===== src/rtl/core/tkci_pkg.sv =====
// tkci_pkg: shared types and constants for the top-K count insertion list.
// Used by the cells, the top level and the port checker.
// No dependencies.
package tkci_pkg;

  localparam int unsigned ListDepthDef = 256;

  localparam int unsigned ModeW  = 2;
  localparam int unsigned CountW = 31;
  localparam int unsigned DateW  = 32;
  localparam int unsigned TagW   = 16;
  localparam int unsigned RankW  = 8;
  localparam int unsigned SlotW  = 8;
  localparam int unsigned TotalW = 8;

  typedef enum logic [ModeW-1:0] {
    ModeInsert = 2'd0,
    ModeRead   = 2'd1,
    ModeClear  = 2'd2,
    ModeNop    = 2'd3
  } mode_e;

  // input word, last field in the low bits
  typedef struct packed {
    logic              pad;
    logic [RankW-1:0]  read_rank;
    logic [TagW-1:0]   record_tag;
    logic [DateW-1:0]  post_date;
    logic [CountW-1:0] post_count;
  } in_word_t;

  // output word, last field in the low bits
  typedef struct packed {
    logic [TagW-1:0]   out_tag;
    logic [DateW-1:0]  out_date;
    logic [CountW-1:0] out_count;
    logic [TotalW-1:0] entry_total;
    logic [SlotW-1:0]  slot;
    logic              hit;
  } out_word_t;

  localparam int unsigned InDataW  = $bits(in_word_t);
  localparam int unsigned OutDataW = $bits(out_word_t);

  typedef struct packed {
    logic [CountW-1:0] count;
    logic [DateW-1:0]  date;
    logic [TagW-1:0]   tag;
  } entry_t;

  // broadcast from the top level to every cell
  typedef struct packed {
    logic   ins;
    logic   clr;
    entry_t entry;
  } cell_op_t;

  // one leaf of the readout tree; at most one leaf is nonzero per item
  typedef struct packed {
    logic             hit;
    logic [SlotW-1:0] slot;
    entry_t           entry;
  } leaf_t;

endpackage


===== src/rtl/core/tkci_cell.sv =====
// tkci_cell: one rank of the sorted list; compares its count with the new key
// and either keeps its entry, takes its upper neighbor's, takes the new one, or clears.
// Depends on tkci_pkg.
module tkci_cell (
  input  logic               clk_i,
  input  logic               rst_ni,
  input  tkci_pkg::cell_op_t op_i,
  input  logic               prev_gt_i,
  input  tkci_pkg::entry_t   prev_entry_i,
  input  logic               rd_sel_i,
  output logic               gt_o,
  output logic               ins_o,
  output tkci_pkg::entry_t   entry_o,
  output tkci_pkg::entry_t   rd_entry_o
);
  import tkci_pkg::*;

  entry_t entry_q, entry_d;

  // list is nonincreasing, so gt is monotone down the chain
  assign gt_o  = op_i.entry.count > entry_q.count;
  assign ins_o = gt_o && !prev_gt_i;

  always_comb begin
    entry_d = entry_q;
    if (op_i.clr) begin
      entry_d = '0;
    end else if (op_i.ins && gt_o) begin
      entry_d = prev_gt_i ? prev_entry_i : op_i.entry;
    end
  end

  always_ff @(posedge clk_i or negedge rst_ni) begin
    if (!rst_ni) begin
      entry_q <= '0;
    end else begin
      entry_q <= entry_d;
    end
  end

  assign entry_o    = entry_q;
  assign rd_entry_o = rd_sel_i ? entry_q : '0;

endmodule


===== config.mk =====
export PLATFORM = sky130hd
export DESIGN_NAME = tkci_cell
export DESIGN_NICKNAME = d
export VERILOG_FILES = /design/src/rtl/core/tkci_pkg.sv /design/src/rtl/core/tkci_cell.sv
export SDC_FILE = /design/constraint.sdc
export NUM_CORES = 1
export LEC_CHECK = 0
export BUFFER_PORTS_ARGS = -buffer_cell sky130_fd_sc_hd__buf_2
export CAP_MARGIN = 20
export CORE_AREA = 2 2 127 129
export CTS_CLUSTER_DIAMETER = 50
export DETAILED_ROUTE_END_ITERATION = 16
export DIE_AREA = 0 0 129 131
export PLACE_DENSITY = 0.66
export SLEW_MARGIN = 20
export SYNTH_ARGS = -nofsm -noshare
export SYNTH_HDL_FRONTEND = slang
export SYNTH_SLANG_ARGS = --single-unit

===== constraint.sdc =====
create_clock -name clk_i -period 3.35 [get_ports clk_i]
set_clock_uncertainty 0.2 [all_clocks]
set_input_delay 0.1675 -clock clk_i [delete_from_list [all_inputs] [get_ports clk_i]]
set_output_delay 0.1675 -clock clk_i [all_outputs]
set_load 0.1 [all_outputs]

## Word-level counts from Yosys, hierarchy flattened

Index checks and enable logic that the tools add are counted.

| storage, ports and cells | value |
|---|---|
| latch bits | 0 |
| flip-flop bits (word level) | 79 |
| logic and storage cells | 12 |
| memories kept | 0 |
| bits of input ports | 164 |
| output and inout port bits | 160 |
| ROM bits | 0 |
| RAM bits | 0 |

| cells by class | value |
|---|---|
| multiply operators | 0 |
| eq/ne operators | 0 |
| shifts and indexed selects | 0 |
| muxes and demuxes | 4 |
| $lt $le $gt $ge | 1 |
| bitwise gates (word level) | 0 |
| reductions and logical operators | 4 |
| add/subtract/negate cells | 0 |
| divide/modulo/power cells | 0 |

Operators by type and width:

| kind | count |
|---|---|
| two-way mux 79 bit | 4 |
| > comparator 31 bit | 1 |
| logical AND 1 bit | 2 |
| nonzero test 2 bit | 1 |
| zero test 1 bit | 1 |

## Depth between registers and ports, before layout

Gate-level depths: netlist of run 1.

| logic depth | value |
|---|---|
| depth after elaboration | 4 |
| gate-level depth with buffers | 11 |
| depth with buffers taken out | 8 |

## Worst setup path before layout of run 1

No wires, ideal clock.

| timing path | value |
|---|---|
| path kind | register to output |
| from | reg entry_q, in the netlist entry_o[78] |
| to | out ins_o |
| buffers on the path | 0 |
| data required time | 2.982 ns |
| setup slack | -2.233 ns |
| stages on the path, launching flop included | 9 |
| arrival | 5.215 ns |
| cell sequence | dfrtp_1 > inv_1 > ha_1 > nand4_1 > nor4_2 > inv_2 > a21oi_1 > a2bb2oi_1 > nor2b_1 |

| on the way | value |
|---|---|
| word-level cells in the longest chain between the ends | 2 |

RTL lines:

| what | RTL line | source |
|---|---|---|
| start: declaration | tkci_cell.sv:18 | `entry_t entry_q, entry_d;` |
| start signal: assignment | tkci_cell.sv:37 | `entry_q <= entry_d;` |
| > comparator 31 bit | tkci_cell.sv:21 | `assign gt_o = op_i.entry.count > entry_q.count;` |
| named net gt_o | tkci_cell.sv:11 | `output logic gt_o,` |
| logical AND 1 bit | tkci_cell.sv:22 | `assign ins_o = gt_o && !prev_gt_i;` |
| end: declaration | tkci_cell.sv:12 | `output logic ins_o,` |

The timed path passes the listed nets, and every way through them passes these cells.

## Worst setup path after layout of run 1

| timing path | value |
|---|---|
| from | reg entry_q, in the netlist entry_o[72] |
| to | out ins_o |

| on the way | value |
|---|---|
| word-level cells in the longest chain between the ends | 2 |

RTL lines:

| what | RTL line |
|---|---|
| > comparator 31 bit | tkci_cell.sv:21 |
| logical AND 1 bit | tkci_cell.sv:22 |

No other way between the ends.

==> results.sh, run 1 <==
export IMPL_hpwl_mm=13.4
export IMPL_initial_core_util_pct=34.2
export IMPL_hold_depth=3
export IMPL_viasPerCell=4.97
export IMPL_tritoncts="yes"
export IMPL_required_ps=2980
export IMPL_grt_pass1_vias=5700
export IMPL_path_max_fanout=4
export IMPL_htree_levels=3
export IMPL_hold_ws_ps=1.44
export IMPL_synthSimpleGateAreaFrac_pct=19.9
export IMPL_ys_seq_area_share_pct=37.0
export IMPL_fin_crit_ps=3160
export IMPL_synth_edf_count=0
export IMPL_largest_reg_flops=79
export IMPL_drt_iter0_drc=222
export IMPL_fmax_ghz=0.317
export IMPL_yosys_top_cells_area="dfrtp_1 37%, mux2i_1 15%, a211oi_1 11%"
export IMPL_fin_ws_ps=191
export IMPL_critPathCaptureType="output port"
export IMPL_die_w_um=129
export IMPL_track_usage_pct=22.4
export IMPL_max_vdd_ir_drop_v=0.000312
export IMPL_vias=5943
export IMPL_met3WireLength_mm=1.22
export IMPL_timing_slew_headroom_pct=39.4
export IMPL_setup_worst_path_start_class="register"
export IMPL_synth_top_family_by_area="simple AND/OR/NAND/NOR gates"
export IMPL_path_buf_inv=3
export IMPL_synth_ff_type="dfrtp_1"
export IMPL_syn_to_final_growth_pct=63.1
export IMPL_drive_above_1_share_pct=40.8
export IMPL_synth_top_area_cell="dfrtp_1"
export IMPL_dr_max_layer_used="met5"
export IMPL_fin_setup_tns_ps=0
export IMPL_grt_overflow_total=0
export IMPL_yosysWarnings=0
export IMPL_path_delay_family="simple AND/OR/NAND/NOR gates"
export IMPL_die_h_um=131
export IMPL_numCtsBuffers=9
export IMPL_cp_depth=9
export IMPL_num_rows=46
export IMPL_yosysTopAreaCellShare_pct=37.0
export IMPL_wl_met2_mm=10.1
export IMPL_port_buffers=323
export IMPL_synthMuxAreaShare_pct=14.8
export IMPL_clockBufferDepth=2
export IMPL_die_area_mm2=0.0169
export IMPL_ys_seq_elements=79
export IMPL_routed_wirelength_mm=19.6
export IMPL_firstDrtPassIters=5
export IMPL_syn_area_mm2=0.00534
export IMPL_ys_async_sr_fraction_pct=100
export IMPL_synth_cells=567
export IMPL_final_nets=1169
export IMPL_drc=0
export IMPL_r2r_worst_path_cells=9
export IMPL_synth_xor_area_share_pct=0
export IMPL_hold_path_class="in2reg"
export IMPL_grt_pass1_wl_mm=29.6
export IMPL_p_per_area_mw_per_mm2=541
export IMPL_drt_met1_wl_mm=7.88
export IMPL_wl_per_cell_um=16.4
export IMPL_critPathSlowestCell="nor4_4"
export IMPL_synth_fa_ha_area_share_pct=7.27
export IMPL_cpMostUsedCell="inv_2"
export IMPL_clk_pin_slew_ps=60
export IMPL_tightestPinTransition_ps=909
export IMPL_rsz0062_at_grt="no"
export IMPL_postSynthAreaPerCell_um2=9.42
export IMPL_leakagePower_nw=4.42
export IMPL_detail_route_antenna_nets=0
export IMPL_grt_max_degree=80
export IMPL_crit_chain="inv_2 > ha_1 > nand4_1 > nor4_4 > inv_2 > a21oi_2 > a2bb2oi_4 > nor2b_4 > buf_2"
export IMPL_fillers=1400
export IMPL_status="finished clean"
export IMPL_setup_viol=0
export IMPL_io_pins=324
export IMPL_syn_nets=762
export IMPL_synth_compound_area_share_pct=14.5
export IMPL_clock_latency_ps=330
export IMPL_final_cell_mix="321 x buf_2, 109 x dlygate4sd3_1, 80 x nor3_1"
export IMPL_antenna_found_initial=1
export IMPL_arrival_ps=2790
export IMPL_cpPeakStageDelay_ps=440
export IMPL_finalCritPeriodShare_pct=94.3
export IMPL_criticalPathCategory="reg2out"
export IMPL_hold_violations=0
export IMPL_max_cap_viol_count=0
export IMPL_synthDistinctLibCells=30
export IMPL_coreArea_mm2=0.0156
export IMPL_power_w=0.00471
export IMPL_layout_commonest_cell="buf_2"
export IMPL_cts_root_buf="clkbuf_16"
export IMPL_drv_slew=0
export IMPL_cts_sinks=79
export IMPL_dp_worst_setup_slack_ps=360
export IMPL_place_gp_congestion=0.795
[worst min-delay path: stages]
cell	delay, ps
buf_2	100
mux2i_1	130
a211oi_1	90
[final cells by class]
class	count	area, µm²	share of cell area, %
inverters	33	124	1.42
multi-input cells	404	3090	35.5
well taps	216	270	3.10
repair buffers	447	2880	33.0
clock buffers	10	229	2.63
clock inverters	6	62.6	0.719
diodes	1	2.50	0.0287
flip-flops and latches	79	2050	23.6
[through the flow]
step	cells	util [%]	instance area, µm²
6_report	1196	55.8	8710
5_1_grt	1195	55.8	8700
4_1_cts	1195	55.8	8700
3_5_place_dp	1070	46.9	7320
3_3_place_gp	1070	46.9	7320
2_1_floorplan	567	-	5480
[worst paths after layout]
| kind | from | end | slack, ps |
|---|---|---|---|
| worst min register to register | entry_o[33] | entry_o[33] | 450 |
| worst max-delay path | entry_o[72] | ins_o | 190 |
| min in group asynchronous | rst_ni | entry_o[38] | 290 |
| max in group asynchronous | rst_ni | entry_o[75] | 1940 |
| worst max register to register | entry_o[72] | entry_o[21] | 360 |
| worst min-delay path | op_i[17] | entry_o[17] | 1 |
[cell families (layout without fill, tap and decap cells)]
logic type	after synthesis	count (layout)
muxes	79	79
adders and majority gates	31	31
other	0	1
buffers and inverters	84	496
DFF	79	79
and+or+nand+nor	186	186
AOI/OAI and AO/OA	108	108
[cell usage after synthesis, types with 2 or more instances]
| master | instances |
|---|---|
| o21ai_0 | 7 |
| inv_1 | 32 |
| a21oi_1 | 17 |
| nand4_1 | 7 |
| clkbuf_1 | 33 |
| nor3_1 | 80 |
| ha_1 | 31 |
| buf_2 | 14 |
| nor2_1 | 2 |
| nand2_1 | 8 |
| dfrtp_1 | 79 |
| a211oi_1 | 79 |
| and2_1 | 79 |
| nand3_1 | 3 |
| buf_4 | 3 |
| mux2i_1 | 79 |
[power breakdown]
part	switching (W)	internal (W)	leakage, nW	total [W]
clock	0.000397	0.000576	0.146	0.000974
sequential	0.000120	0.00109	0.997	0.00121
combinational	0.00193	0.000592	3.28	0.00253
total	0.00245	0.00226	4.42	0.00471
[timing repair]
item,CTS,global route
hold buffers,109,0
endpoints found under the hold margin,121,0
setup buffers,0,0
setup endpoints to repair,0,0
resized for setup,0,0
[layer usage]
| layer | vias to the layer above | global-route usage (%) |
|---|---|---|
| li1 | 2872 | - |
| met1 | 2795 | 26.8 |
| met2 | 253 | 40.4 |
| met3 | 21 | 5.05 |
| met4 | 2 | 6.46 |
| met5 | - | 0 |
No activity file was read; power rests on OpenSTA's default activity.
==> run 2: changes to the inputs <==
==> constraint.sdc (replaced) <==
create_clock -name clk_i -period 3.2 [get_ports clk_i]
set_clock_uncertainty 0.2 [all_clocks]
set_input_delay 0.16 -clock clk_i [delete_from_list [all_inputs] [get_ports clk_i]]
set_output_delay 0.16 -clock clk_i [all_outputs]
set_load 0.1 [all_outputs]
==> run 2 against run 1 <==
Against the previous run:
- the run now ends with hold timing left
- register-to-register slack lost 140 ps
- first-iteration DRC count rose by 47%
- global-route usage is 1.1 points higher
- setup slack gained 3.6 ps
- highest routed layer unchanged
==> results.sh, run 2 (synthesized netlist as in run 1, its figures left out) <==
export IMPL_dp_worst_setup_slack_ps=233
export IMPL_fmax_ghz=0.333
export IMPL_power_w=0.00516
export IMPL_die_h_um=131
export IMPL_final_nets=1188
export IMPL_seqPwrFrac_pct=24.6
export IMPL_required_ps=2840
export IMPL_place_gp_congestion=0.843
export IMPL_io_pins=324
export IMPL_arrival_ps=2650
export IMPL_path_delay_family="simple AND/OR/NAND/NOR gates"
export IMPL_syn_to_final_growth_pct=68.1
export IMPL_antenna_found_initial=2
export IMPL_critPathCaptureType="output port"
export IMPL_critPathSlowestCell="dfrtp_4"
export IMPL_swShare_pct=50.1
export IMPL_viasPerCell=5.04
export IMPL_cpMostUsedCell="inv_2"
export IMPL_final_cell_mix="320 x buf_2, 127 x dlygate4sd3_1, 80 x nor3_1"
export IMPL_fin_ws_ps=195
export IMPL_num_rows=46
export IMPL_max_cap_viol_count=0
export IMPL_drive_above_1_share_pct=40.1
export IMPL_p_per_area_mw_per_mm2=575
export IMPL_initial_core_util_pct=34.2
export IMPL_crit_chain="inv_2 > ha_1 > nand4_1 > nor4_4 > inv_2 > a21oi_2 > a2bb2oi_4 > nor2b_4 > clkbuf_4"
export IMPL_fin_setup_tns_ps=0
export IMPL_clockBufferDepth=2
export IMPL_track_usage_pct=23.5
export IMPL_cpPeakStageDelay_ps=420
export IMPL_path_max_fanout=4
export IMPL_path_buf_inv=3
export IMPL_clock_latency_ps=340
export IMPL_coreArea_mm2=0.0156
export IMPL_rsz0062_at_grt="no"
export IMPL_p_comb_share_pct=52.0
export IMPL_hold_violations=1
export IMPL_max_vdd_ir_drop_v=0.000305
export IMPL_routed_wirelength_mm=20.4
export IMPL_violations="hold timing"
export IMPL_placed_cells=1070
export IMPL_layout_commonest_cell="buf_2"
export IMPL_hold_ws_ps=-2.12
export IMPL_clk_pin_slew_ps=60
export IMPL_timing_slew_headroom_pct=42.4
export IMPL_final_cells=1215
export IMPL_leakagePower_nw=4.54
export IMPL_grt_pass1_wl_mm=31.1
export IMPL_die_w_um=129
export IMPL_status="finished with violations"
export IMPL_grt_overflow_total=0
export IMPL_drv_slew=0
export IMPL_numCtsBuffers=9
export IMPL_p_switching_w=0.00258
export IMPL_detail_route_antenna_nets=0
export IMPL_fin_crit_ps=3010
export IMPL_criticalPathCategory="reg2out"
export IMPL_grt_pass1_vias=6024
export IMPL_grt_max_degree=80
export IMPL_cts_sinks=79
export IMPL_tightestPinTransition_ps=864
export IMPL_hold_path_class="in2reg"
export IMPL_wl_per_cell_um=16.8
export IMPL_setup_worst_path_start_class="register"
export IMPL_power_internal_w=0.00257
export IMPL_vias=6127
export IMPL_die_area_mm2=0.0169
export IMPL_largest_reg_flops=79
export IMPL_drt_iter0_drc=326
export IMPL_p_clk_share_pct=23.4
export IMPL_port_buffers=323
export IMPL_finalCritPeriodShare_pct=93.9
export IMPL_hpwl_mm=13.5
export IMPL_setup_viol=0
export IMPL_drc=0
export IMPL_tritoncts="yes"
export IMPL_firstDrtPassIters=4
export IMPL_r2r_slack_ps=220
export IMPL_cts_root_buf="clkbuf_16"
export IMPL_htree_levels=3
## run 2: routing by layer
| metal | wire (µm) | GRT usage, % |
|---|---|---|
| met1 | 8280 | 27.9 |
| met2 | 10600 | 43.0 |
| met3 | 1090 | 3.62 |
| met4 | 422 | 8.50 |
| met5 | 11 | 0 |
## run 2: power groups by stage
stage / logic (W) / registers, W / clock network, W
after floorplan: 0.00113 / 0.00215 / 0
after global placement: 0.00250 / 0.00128 / 0
after detailed placement: 0.00253 / 0.00128 / 0
after CTS: 0.00267 / 0.00127 / 0.00124
after global routing: 0.00282 / 0.00129 / 0.00127
final: 0.00268 / 0.00127 / 0.00121
## run 2: stage by stage
step / area (µm²) / util [%] / hold slack [ps]
floorplan: 5480 / - / -336
global placement: 7350 / 47.1 / 114
detailed placement: 7350 / 47.1 / 122
CTS: 8950 / 57.4 / 0.352
global route: 8980 / 57.5 / 1.56
finish: 8980 / 57.5 / -2.12
## run 2: area by class of cell
class / instances / area (µm²)
diodes: 1 / 2.50
fillers: 1328 / 6620
well taps: 216 / 270
clock buffers: 11 / 243
flip-flops and latches: 79 / 2050
multi-input cells: 404 / 3090
clock inverters: 5 / 104
inverters: 33 / 124
repair buffers: 466 / 3090
## run 2: path summary, 6_finish.rpt
check,end,start,cells after the start
setup / recovery,ins_o,entry_o[72],9
hold / removal,entry_o[9],op_i[9],3
setup reg to reg,entry_o[1],entry_o[72],9
hold reg to reg,entry_o[7],entry_o[7],2
max in group asynchronous,entry_o[5],rst_ni,3
min in group asynchronous,entry_o[42],rst_ni,2
## run 2: worst reg2reg max path: stages (launching register included)
cell and delay [ps]:
dfrtp_4 420, inv_2 40, ha_1 290, nand4_1 250, nor4_4 400, inv_2 100
a2111oi_4 360, buf_12 340, nor3_1 200, a211oi_1 280
## run 2: repair_timing
| item | in CTS | in global routing |
|---|---|---|
| endpoints found under the setup margin | 0 | 1 |
| hold buffers | 126 | 1 |
| hold endpoints to repair | 125 | 1 |
| resized for setup | 0 | 1 |
| buffers inserted | 0 | 1 |
==> run 3: changes to the inputs <==
--- a/config.mk
+++ b/config.mk
@@ -7,11 +7,12 @@
 export LEC_CHECK = 0
 export BUFFER_PORTS_ARGS = -buffer_cell sky130_fd_sc_hd__buf_2
 export CAP_MARGIN = 20
-export CORE_AREA = 2 2 127 129
+export CELL_PAD_IN_SITES_DETAIL_PLACEMENT = 1
+export CELL_PAD_IN_SITES_GLOBAL_PLACEMENT = 1
+export CORE_UTILIZATION = 31
 export CTS_CLUSTER_DIAMETER = 50
 export DETAILED_ROUTE_END_ITERATION = 16
-export DIE_AREA = 0 0 129 131
-export PLACE_DENSITY = 0.66
+export PLACE_DENSITY_LB_ADDON = 0.1
 export SLEW_MARGIN = 20
 export SYNTH_ARGS = -nofsm -noshare
 export SYNTH_HDL_FRONTEND = slang
==> constraint.sdc (replaced) <==
create_clock -name clk_i -period 3.2 [get_ports clk_i]
set_clock_uncertainty 0.2 [all_clocks]
set_input_delay 0 -clock clk_i [delete_from_list [all_inputs] [get_ports clk_i]]
set_output_delay 0 -clock clk_i [all_outputs]
set_load 0.1 [all_outputs]
==> run 3 against run 2 <==
Against the previous run:
- sequential power is essentially flat
- wire length grew 13%
- the run now ends clean
- sequential cell count is the same
- sequential share of layout area shrank 0.65 points
- design area grew 2.8%
- critical endpoint is now entry_o[9]
- combinational power grew 2%
==> results.sh, run 3 (synthesized netlist as in run 1, its figures left out) <==
export IMPL_required_ps=3220
export IMPL_coreArea_mm2=0.0167
export IMPL_p_comb_share_pct=53.4
export IMPL_die_w_um=133
export IMPL_io_pins=324
export IMPL_rr_endpoint="entry_o[9]"
export IMPL_clock_latency_ps=340
export IMPL_firstDrtPassIters=6
export IMPL_hold_violations=0
export IMPL_drt_iter0_drc=160
export IMPL_largest_reg_flops=79
export IMPL_seqPwrFrac_pct=24.8
export IMPL_crit_chain="inv_1 > ha_1 > nand4_1 > a21oi_1 > o21ai_0 > a2111oi_4 > buf_12 > nor3_1 > a211oi_1"
export IMPL_drive_above_1_share_pct=38.3
export IMPL_detail_route_antenna_nets=0
export IMPL_swShare_pct=51.3
export IMPL_routed_wirelength_mm=23.1
export IMPL_drv_slew=0
export IMPL_criticalPathCategory="reg2reg"
export IMPL_rsz0062_at_grt="no"
export IMPL_clk_pin_slew_ps=70
export IMPL_status="finished clean"
export IMPL_timing_slew_headroom_pct=35.7
export IMPL_cpPeakStageDelay_ps=550
export IMPL_r2r_slack_ps=210
export IMPL_arrival_ps=3010
export IMPL_cts_sinks=79
export IMPL_grt_pass1_vias=6927
export IMPL_setup_viol=0
export IMPL_syn_to_final_growth_pct=72.8
export IMPL_clockBufferDepth=2
export IMPL_finalCritPeriodShare_pct=93.3
export IMPL_grt_max_degree=80
export IMPL_placed_cells=1069
export IMPL_critPathCaptureType="register"
export IMPL_initial_core_util_pct=32.0
export IMPL_tightestPinTransition_ps=965
export IMPL_power_w=0.00513
export IMPL_p_per_area_mw_per_mm2=556
export IMPL_reg2reg_from="entry_o[54]"
export IMPL_power_internal_w=0.00250
export IMPL_wl_per_cell_um=18.5
export IMPL_fin_crit_ps=2990
export IMPL_hold_path_class="in2async"
export IMPL_leakagePower_nw=4.63
export IMPL_numCtsBuffers=9
export IMPL_die_h_um=133
export IMPL_num_rows=47
export IMPL_track_usage_pct=26.1
export IMPL_max_cap_viol_count=0
export IMPL_final_cell_mix="320 x buf_2, 159 x dlygate4sd3_1, 80 x nor3_1"
export IMPL_final_nets=1215
export IMPL_fin_setup_tns_ps=0
export IMPL_critPathSlowestCell="a2111oi_4"
export IMPL_cts_root_buf="clkbuf_16"
export IMPL_antenna_found_initial=2
export IMPL_grt_pass1_wl_mm=36.4
export IMPL_p_clk_share_pct=21.8
export IMPL_port_buffers=323
export IMPL_setup_worst_path_start_class="register"
export IMPL_die_area_mm2=0.0178
export IMPL_r2r_worst_path_cells=9
export IMPL_final_cells=1247
export IMPL_tritoncts="yes"
export IMPL_fmax_ghz=0.335
export IMPL_viasPerCell=5.09
export IMPL_layout_commonest_cell="buf_2"
export IMPL_fin_ws_ps=214
export IMPL_p_switching_w=0.00263
export IMPL_htree_levels=3
export IMPL_max_vdd_ir_drop_v=0.000271
export IMPL_path_max_fanout=35
export IMPL_drc=0
export IMPL_hpwl_mm=14.5
export IMPL_vias=6353
export IMPL_dp_worst_setup_slack_ps=193
export IMPL_grt_overflow_total=0
export IMPL_place_gp_congestion=0.741
## run 3: cell types whose count changed in the layout (fill, tap and decap cells not counted), moves of 2 or more
cell / before / now
clkinv_2: 1 / 3
inv_2: 6 / 4
dlygate4sd3_1: 127 / 159
buf_4: 12 / 8
inv_1: 27 / 29
## run 3: layout make-up
cell class	count	area [µm²]
Fill cell	1979	7470
Timing Repair Buffer	493	3370
Multi-Input combinational cell	404	3080
Sequential cell	79	2050
Tap cell	220	275
Clock buffer	10	229
Inverter	33	124
Clock inverter	6	83.8
Antenna cell	2	5.00
## run 3: repair_timing
action	CTS	global route
hold buffers	159	0
endpoints found under the hold margin	140	0
resized for setup	0	1
buffers inserted	0	1
setup endpoints to repair	0	6
## run 3: routing by layer
metal | GRT usage [%] | share of wire (%) | vias to the layer above
li1 | - | - | 2958
met1 | 30.2 | 41 | 3105
met2 | 47.2 | 51 | 237
met3 | 4.53 | 4.8 | 53
met4 | 10.9 | 3.2 | 0
met5 | 0 | 0 | -
## run 3: critical path: cells and delay by family, from the launching register on
family	cells	cell delay, ps
AO/OA/AOI/OAI	4	1320
adder cells (fa/ha/maj)	1	310
buffers and inverters	2	320
flip-flops	1	400
AND/OR/NAND/NOR	2	290
## run 3: power groups by stage
stage                     clock network [W]  logic (W)  registers (W)
after floorplan                           0    0.00113        0.00215
after global placement                    0    0.00251        0.00128
after detailed placement                  0    0.00254        0.00129
after CTS                           0.00114    0.00272        0.00127
after global routing                0.00118    0.00287        0.00129
final                               0.00112    0.00274        0.00127
## run 3: worst max path at each step
stage / startpoint / endpoint / slack (ps) / cells past startpoint
3_5_place_dp: entry_o[58] / entry_o[24] / 190 / 9
2_1_floorplan: entry_o[71] / ins_o / 3 / 8
5_1_grt: entry_o[78] / entry_o[9] / 40 / 9
6_report: entry_o[54] / entry_o[9] / 210 / 9
4_1_cts: entry_o[58] / ins_o / 120 / 9
3_3_place_gp: entry_o[61] / entry_o[60] / 280 / 9
## run 3: stage by stage
| step | instance area, µm² | util, % | hold slack (ps) |
|---|---|---|---|
| 6_report | 9230 | 55.2 | 96.5 |
| 5_1_grt | 9230 | 55.2 | 169 |
| 4_1_cts | 9210 | 55.1 | 136 |
| 3_5_place_dp | 7300 | 43.7 | -33.9 |
| 3_3_place_gp | 7300 | 43.7 | -28.7 |
| 2_1_floorplan | 5460 | - | -496 |
